--- src/aid_pkg.sv ---
package aid_pkg;

  localparam int unsigned DefMaxSymbols = 8;
  localparam int unsigned DefMaxCount   = 32;

  localparam int unsigned CodeW  = 32;
  localparam int unsigned CountW = 6;
  localparam int unsigned IdxW   = 3;
  localparam int unsigned CharW  = 8;
  localparam int unsigned ProbW  = 16;
  localparam int unsigned SizeW  = 4;
  localparam int unsigned WidthW = 33;
  localparam int unsigned CfgW   = 64;
  localparam int unsigned CfgIdxW = 2;

  localparam logic [CfgIdxW-1:0] RegAlphabetSize = 2'd0;
  localparam logic [CfgIdxW-1:0] RegProbsFirst   = 2'd1;
  localparam logic [CfgIdxW-1:0] RegProbsLast    = 2'd2;
  localparam logic [CfgIdxW-1:0] RegSymbolChars  = 2'd3;

  localparam logic [SizeW-1:0] AlphabetSizeRst = 4'd2;

  typedef struct packed {
    logic [CodeW-1:0]  code_value;
    logic [CountW-1:0] symbol_count;
  } aid_in_t;

  typedef struct packed {
    logic [IdxW-1:0]  symbol_index;
    logic [CharW-1:0] symbol_char;
    logic             last;
    logic             no_match;
  } aid_out_t;

  // sequencer -> datapath
  typedef struct packed {
    logic            load;    // new item: interval [0,1)
    logic            mul_en;  // register sub-width of trial symbol
    logic            step;    // move sub_low past the missed subinterval
    logic            take;    // narrow interval to the hit subinterval
    logic [IdxW-1:0] trial;
  } aid_ctrl_t;

  // datapath -> sequencer
  typedef struct packed {
    logic hit;
  } aid_stat_t;

endpackage

--- src/arith_interval_decoder.sv ---
// Each symbol is found by trying subintervals in order from index 0 up to the one hit,
// with two states per tried subinterval (multiply, compare) on the one shared 33x16 multiplier.
// The next start transfer is taken in the cycle the last result shows, so a new item is
// taken only once the current one is through; the receiver cannot stall.
// Reset (async, active low) returns to idle and restores register defaults.
module arith_interval_decoder
  import aid_pkg::*;
#(
  parameter int unsigned MAX_SYMBOLS = DefMaxSymbols,
  parameter int unsigned MAX_COUNT   = DefMaxCount
) (
  input  logic               clk_i,
  input  logic               rst_ni,
  input  logic               start,
  output logic               busy,
  input  aid_in_t            in_i,
  output logic               valid_o,
  output aid_out_t           out_o,
  input  logic               cfg_we_i,
  input  logic [CfgIdxW-1:0] cfg_idx_i,
  input  logic [CfgW-1:0]    cfg_data_i
);

  logic [SizeW-1:0] size_q;
  logic [CfgW-1:0]  probs_lo_q, probs_hi_q, chars_q;
  aid_ctrl_t        ctrl;
  aid_stat_t        stat;

  always_ff @(posedge clk_i or negedge rst_ni) begin
    if (!rst_ni) begin
      size_q     <= AlphabetSizeRst;
      probs_lo_q <= '0;
      probs_hi_q <= '0;
      chars_q    <= '0;
    end else if (cfg_we_i) begin
      case (cfg_idx_i)
        RegAlphabetSize: size_q     <= cfg_data_i[SizeW-1:0];
        RegProbsFirst:   probs_lo_q <= cfg_data_i;
        RegProbsLast:    probs_hi_q <= cfg_data_i;
        RegSymbolChars:  chars_q    <= cfg_data_i;
        default: ;
      endcase
    end
  end

  aid_seq #(
    .MAX_SYMBOLS(MAX_SYMBOLS),
    .MAX_COUNT  (MAX_COUNT)
  ) u_seq (
    .clk_i  (clk_i),
    .rst_ni (rst_ni),
    .start_i(start),
    .count_i(in_i.symbol_count),
    .size_i (size_q),
    .chars_i(chars_q),
    .stat_i (stat),
    .ctrl_o (ctrl),
    .busy_o (busy),
    .valid_o(valid_o),
    .out_o  (out_o)
  );

  aid_datapath u_dp (
    .clk_i  (clk_i),
    .code_i (in_i.code_value),
    .probs_i({probs_hi_q, probs_lo_q}),
    .ctrl_i (ctrl),
    .stat_o (stat)
  );

endmodule

--- src/aid_datapath.sv ---
module aid_datapath
  import aid_pkg::*;
(
  input  logic              clk_i,
  input  logic [CodeW-1:0]  code_i,
  input  logic [2*CfgW-1:0] probs_i,
  input  aid_ctrl_t         ctrl_i,
  output aid_stat_t         stat_o
);

  logic [CodeW-1:0]        x_q;
  logic [WidthW-1:0]       width_q, sub_low_q, w_q;
  logic [ProbW-1:0]        prob;
  logic [WidthW+ProbW-1:0] prod;
  logic [WidthW:0]         hi;
  logic [WidthW-1:0]       hi_sat;

  assign prob = probs_i[ctrl_i.trial*ProbW +: ProbW];
  // the one shared multiplier
  assign prod = {{ProbW{1'b0}}, width_q} * {{WidthW{1'b0}}, prob};

  assign hi     = {1'b0, sub_low_q} + {1'b0, w_q};
  assign hi_sat = hi[WidthW] ? {WidthW{1'b1}} : hi[WidthW-1:0];

  assign stat_o.hit = ({1'b0, x_q} >= sub_low_q) && ({2'b00, x_q} < hi);

  // sub_low_q restarts at the interval low after each hit
  always_ff @(posedge clk_i) begin
    if (ctrl_i.load) begin
      x_q       <= code_i;
      width_q   <= {1'b1, {CodeW{1'b0}}};
      sub_low_q <= '0;
    end else if (ctrl_i.take) begin
      width_q   <= w_q;
      sub_low_q <= {1'b0, sub_low_q[CodeW-1:0]};
    end else if (ctrl_i.step) begin
      sub_low_q <= hi_sat;
    end
    if (ctrl_i.mul_en) begin
      w_q <= prod[WidthW+ProbW-1:ProbW];
    end
  end

endmodule

--- src/aid_seq.sv ---
module aid_seq
  import aid_pkg::*;
#(
  parameter int unsigned MAX_SYMBOLS = DefMaxSymbols,
  parameter int unsigned MAX_COUNT   = DefMaxCount
) (
  input  logic              clk_i,
  input  logic              rst_ni,
  input  logic              start_i,
  input  logic [CountW-1:0] count_i,
  input  logic [SizeW-1:0]  size_i,
  input  logic [CfgW-1:0]   chars_i,
  input  aid_stat_t         stat_i,
  output aid_ctrl_t         ctrl_o,
  output logic              busy_o,
  output logic              valid_o,
  output aid_out_t          out_o
);

  localparam logic [1:0] StIdle = 2'd0;
  localparam logic [1:0] StMul  = 2'd1;
  localparam logic [1:0] StCmp  = 2'd2;

  localparam logic [CountW:0] MaxCnt = (CountW+1)'(MAX_COUNT);
  localparam logic [SizeW-1:0] MaxSym = SizeW'(MAX_SYMBOLS);

  logic [1:0]        state_q, state_d;
  logic [IdxW-1:0]   trial_q, trial_d;
  logic [CountW-1:0] left_q, left_d, left_dec;
  logic              valid_q, valid_d;
  aid_out_t          out_q, out_d;
  logic [CountW-1:0] cnt_sat;
  logic [SizeW-1:0]  nsym;
  logic              last_trial;

  assign cnt_sat = ({1'b0, count_i} > MaxCnt) ? MaxCnt[CountW-1:0] : count_i;
  assign nsym    = (size_i > MaxSym) ? MaxSym : size_i;
  assign last_trial = ({1'b0, trial_q} + 4'd1) == nsym;
  assign left_dec = left_q - 6'd1;

  always_comb begin
    state_d = state_q;
    trial_d = trial_q;
    left_d  = left_q;
    valid_d = 1'b0;
    out_d   = out_q;
    ctrl_o  = '0;
    ctrl_o.trial = trial_q;
    case (state_q)
      StIdle: begin
        if (start_i && cnt_sat != '0) begin
          ctrl_o.load = 1'b1;
          left_d  = cnt_sat;
          trial_d = '0;
          if (nsym == '0) begin
            valid_d = 1'b1;
            out_d   = '{symbol_index: '0, symbol_char: '0, last: 1'b1, no_match: 1'b1};
          end else begin
            state_d = StMul;
          end
        end
      end
      StMul: begin
        ctrl_o.mul_en = 1'b1;
        state_d = StCmp;
      end
      StCmp: begin
        if (stat_i.hit) begin
          ctrl_o.take = 1'b1;
          valid_d = 1'b1;
          out_d.symbol_index = trial_q;
          out_d.symbol_char  = chars_i[trial_q*CharW +: CharW];
          out_d.last         = (left_dec == '0);
          out_d.no_match     = 1'b0;
          left_d  = left_dec;
          trial_d = '0;
          state_d = (left_dec == '0) ? StIdle : StMul;
        end else if (last_trial) begin
          valid_d = 1'b1;
          out_d   = '{symbol_index: '0, symbol_char: '0, last: 1'b1, no_match: 1'b1};
          left_d  = '0;
          state_d = StIdle;
        end else begin
          ctrl_o.step = 1'b1;
          trial_d = trial_q + 3'd1;
          state_d = StMul;
        end
      end
      default: begin
        state_d = StIdle;
      end
    endcase
  end

  always_ff @(posedge clk_i or negedge rst_ni) begin
    if (!rst_ni) begin
      state_q <= StIdle;
      trial_q <= '0;
      left_q  <= '0;
      valid_q <= 1'b0;
    end else begin
      state_q <= state_d;
      trial_q <= trial_d;
      left_q  <= left_d;
      valid_q <= valid_d;
    end
  end

  always_ff @(posedge clk_i) begin
    out_q <= out_d;
  end

  assign busy_o  = (state_q != StIdle);
  assign valid_o = valid_q;
  assign out_o   = out_q;

endmodule

--- config.mk ---
export PLATFORM = sky130hd
export DESIGN_NAME = arith_interval_decoder
export DESIGN_NICKNAME = d
export VERILOG_FILES = /design/src/aid_pkg.sv /design/src/arith_interval_decoder.sv /design/src/aid_datapath.sv /design/src/aid_seq.sv
export SDC_FILE = /design/constraint.sdc
export NUM_CORES = 2
export LEC_CHECK = 0
export ABC_AREA = 1
export BUFFER_PORTS_ARGS = -buffer_cell sky130_fd_sc_hd__buf_2
export CORE_MARGIN = 10
export CORE_UTILIZATION = 40
export CTS_CLUSTER_DIAMETER = 150
export DETAILED_ROUTE_END_ITERATION = 10
export PLACE_DENSITY_LB_ADDON = 0.08
export SLEW_MARGIN = 20
export SYNTH_ARGS = -nofsm -noshare
export SYNTH_HDL_FRONTEND = slang
export SYNTH_SLANG_ARGS = --single-unit
--- constraint.sdc ---
create_clock -name clk_i -period 7.98 [get_ports clk_i]
set_input_delay 0.399 -clock clk_i [delete_from_list [all_inputs] [get_ports clk_i]]
set_output_delay 0.399 -clock clk_i [all_outputs]
set_load 0.02 [all_outputs]
==> insert_results.sql <==
INSERT INTO impl_metrics (metric_group, metric, value, unit) VALUES
('synthesis', 'synth-seq-cells', '352', ''),
('routing', 'drc', '0', ''),
('critical_path', 'startpoint_of_the_lowest_slack_register_to_register_path', 'u_seq.trial_q[0]', ''),
('critical_path', 'critical_path.most_common_cell', 'sky130_fd_sc_hd__fa_1', ''),
('timing', 'min_period_over_period', '0.937', ''),
('grt', 'global_route_wire_length_before_repair', '182000', 'microns'),
('routing', 'wirelength', '118000', 'microns'),
('clock_network', 'tritoncts_clock_tree', 'done', ''),
('clock_network', 'inserted_clock_buffers', '46', ''),
('timing', 'unrepaired_setup_endpoints_after_global_routing', 'no', ''),
('critical_path', 'timing.critical_path.slowest_cell_delay', '540', 'ps'),
('synthesis', 'synthesis.yosys.warnings', '0', ''),
('timing', 'worst_slew_pin_slew', '1020', 'ps'),
('routing', 'met2RoutedLength', '51900', 'microns'),
('synthesis', 'postSynth.asyncResetShare', '0.591', ''),
('synthesis', 'ys_seq_area_frac', '0.257', ''),
('critical_path', 'endpoint_kind', 'flip-flop', ''),
('place', 'port-buffer-count', '122', ''),
('synthesis', 'synthesis.nets', '5049', ''),
('timing', 'timing.clock.skew', '29.1', 'ps'),
('synthesis', 'synth_top_area_cell', 'sky130_fd_sc_hd__fa_1', ''),
('critical_path', 'crit_path_top_delay_cell', 'sky130_fd_sc_hd__fa_1', ''),
('routing', 'detailroute.wirelength.met3', '6570', 'microns'),
('critical_path', 'worst_ep_required_time', '8310', 'ps'),
('routing', 'antenna_left', '0', ''),
('grt', 'grt_remaining_overflow', '0', ''),
('grt', 'maximum_number_of_pins_on_one_net_before_global_route_repair', '117', ''),
('timing', 'fmaxAchievable', '134', 'MHz'),
('routing', 'vias', '28800', ''),
('clock_network', 'clkLatencyLatePin', '620', 'ps'),
('synthesis', 'synth_most_common_cell', 'sky130_fd_sc_hd__nand2_1', ''),
('flow_run', 'max-cap-violations', '0', ''),
('timing', 'postLayoutSetupSlackWorst', '501', 'ps'),
('synthesis', 'netlist_top_cells_count', 'sky130_fd_sc_hd__nand2_1 (949), sky130_fd_sc_hd__inv_1 (719), sky130_fd_sc_hd__nor2_1 (584)', ''),
('hold_path', 'worst_hold_startpoint', 'cfg_data_i[6]', ''),
('outcome', 'status', 'complete, no violations', ''),
('timing', 'period_needed', '7480', 'ps'),
('place', 'post-place-ws', '591', 'ps'),
('timing', 'tns', '0', 'ps'),
('routing', 'met1_length', '57100', 'microns'),
('floorplan', 'rows', '107', ''),
('synthesis', 'avgSynthCellArea', '8.03', 'sq um'),
('routing', 'first_iter_violations', '2375', ''),
('synthesis', 'synth_edf_count', '78', ''),
('hold_path', 'min-delay-path-class', 'in2reg', ''),
('grt', 'grt_use_total', '0.241', ''),
('timing', 'timing.max_slew.rel_slack', '0.313', ''),
('synthesis', 'mappedNetlistArea', '0.0345', 'sq mm'),
('final_layout', 'final_core_utilization', '0.450', ''),
('critical_path', 'worstPathBufferInverterCount', '9', ''),
('floorplan', 'chipHeight', '314', 'microns'),
('critical_path', 'crit_arrival', '7810', 'ps'),
('floorplan', 'start_util', '0.404', ''),
('floorplan', 'fp.dieArea', '0.0983', 'sq mm'),
('synthesis', 'syn-instance-count', '4292', ''),
('final_layout', 'fin_nets', '5143', ''),
('routing', 'detail_route.first_pass.iterations', '6', ''),
('grt', 'number_of_global_route_vias_before_repair', '29000', ''),
('final_layout', 'areaGrowthSynthToFinish', '11.2', '%'),
('synthesis', 'synth_cell_type_count', '54', ''),
('timing', 'finalHoldViolCount', '0', ''),
('critical_path', 'critPathKind', 'reg2reg', ''),
('floorplan', 'core_region_area', '0.0853', 'sq mm'),
('final_layout', 'post_route_cells_drive_above_1_share', '0.0721', ''),
('synthesis', 'yosys_most_used_dff', 'sky130_fd_sc_hd__dfrtp_1', ''),
('routing', 'routed.top_layer', 'met4', ''),
('clock_network', 'max-clock-path-buffers', '3', ''),
('timing', 'finalSetupViolations', '0', ''),
('floorplan', 'top_level_ports', '123', ''),
('routing', 'route.detailed.wl_per_inst', '21.3', 'microns'),
('place', 'gpl.final_weighted_congestion', '0.951', '');
per-layer routing:
metal / global-route usage / up-vias
met4: 0.0584 / 0
met1: 0.357 / 14400
li1: - / 13500
met3: 0.0283 / 129
met2: 0.370 / 826
met5: 0 / -
path summary, 6_finish.rpt:
kind	end	slack, ps	cells after the start
setup / recovery	u_dp.w_q[16]	500	28
hold / removal	probs_hi_q[6]	80	3
setup reg to reg	u_dp.w_q[16]	500	28
hold reg to reg	probs_lo_q[46]	480	2
max in group asynchronous	probs_lo_q[4]	6090	3
min in group asynchronous	probs_hi_q[16]	420	2
final cells by class:
type	instances	area [sq um]
Antenna cell	1	2.50
Clock buffer	67	1340
Clock inverter	18	249
Fill cell	8713	46900
Inverter	741	2780
Multi-Input combinational cell	3023	22100
Sequential cell	352	8870
Tap cell	1144	1430
Timing Repair Buffer	222	1520
cells in the final DEF, fill, tap and decap left out, types with 25 or more instances in the layout:
master and count:
sky130_fd_sc_hd__nor2_1 582, sky130_fd_sc_hd__buf_2 121, sky130_fd_sc_hd__o221ai_1 38, sky130_fd_sc_hd__fa_1 432, sky130_fd_sc_hd__edfxtp_1 78, sky130_fd_sc_hd__xnor2_1 25
sky130_fd_sc_hd__dlygate4sd3_1 33, sky130_fd_sc_hd__dfxtp_1 66, sky130_fd_sc_hd__nand4_1 32, sky130_fd_sc_hd__buf_4 61, sky130_fd_sc_hd__nand3_1 50, sky130_fd_sc_hd__a21oi_1 125
sky130_fd_sc_hd__nand2_1 949, sky130_fd_sc_hd__xor2_1 39, sky130_fd_sc_hd__ha_1 217, sky130_fd_sc_hd__clkbuf_16 48, sky130_fd_sc_hd__dfrtp_1 206, sky130_fd_sc_hd__o21ai_0 358
sky130_fd_sc_hd__inv_1 717
worst min-delay path: stages:
cell	delay (ps)
sky130_fd_sc_hd__buf_2	90
sky130_fd_sc_hd__inv_1	70
sky130_fd_sc_hd__o21ai_0	80
what timing repair did:
item | 4_1_cts | 5_1_grt
hold buffers | 33 | 0
endpoints found under the hold margin | 146 | 0
setup endpoints to repair | 0 | 1
resized for setup | 0 | 1
buffers inserted | 0 | 0
cell families (layout without fill, tap and decap cells):
kind of cell | count (synthesis) | in the layout | share of synthesized area
other | 0 | 1 | 0
buffers and inverters | 917 | 1048 | 0.102
XOR/XNOR | 64 | 64 | 0.0163
AND/OR/NAND/NOR | 1698 | 1698 | 0.196
adder cells (fa/ha/maj) | 649 | 649 | 0.330
flip-flops | 352 | 352 | 0.257
AO/OA/AOI/OAI | 612 | 612 | 0.0987
through the flow:
step,cell area [sq um],hold slack [ps]
3_5_place_dp,36400,468
3_3_place_gp,36400,460
5_1_grt,38300,71.9
2_1_floorplan,34500,103
6_report,38300,78.8
4_1_cts,38300,44.8
sequential cells by signal, summed over array words and instances (netlist names), 4 cells and up:
name	flops
u_dp.width_q	33
probs_lo_q	64
u_dp.w_q	33
u_seq.left_q	6
size_q	4
probs_hi_q	64
u_dp.x_q	32
u_dp.sub_low_q	33
u_seq.out_o	13
chars_q	64
Power is not shown: default switching activity piles up to over one toggle a cycle in this logic, so the estimate is an artifact.
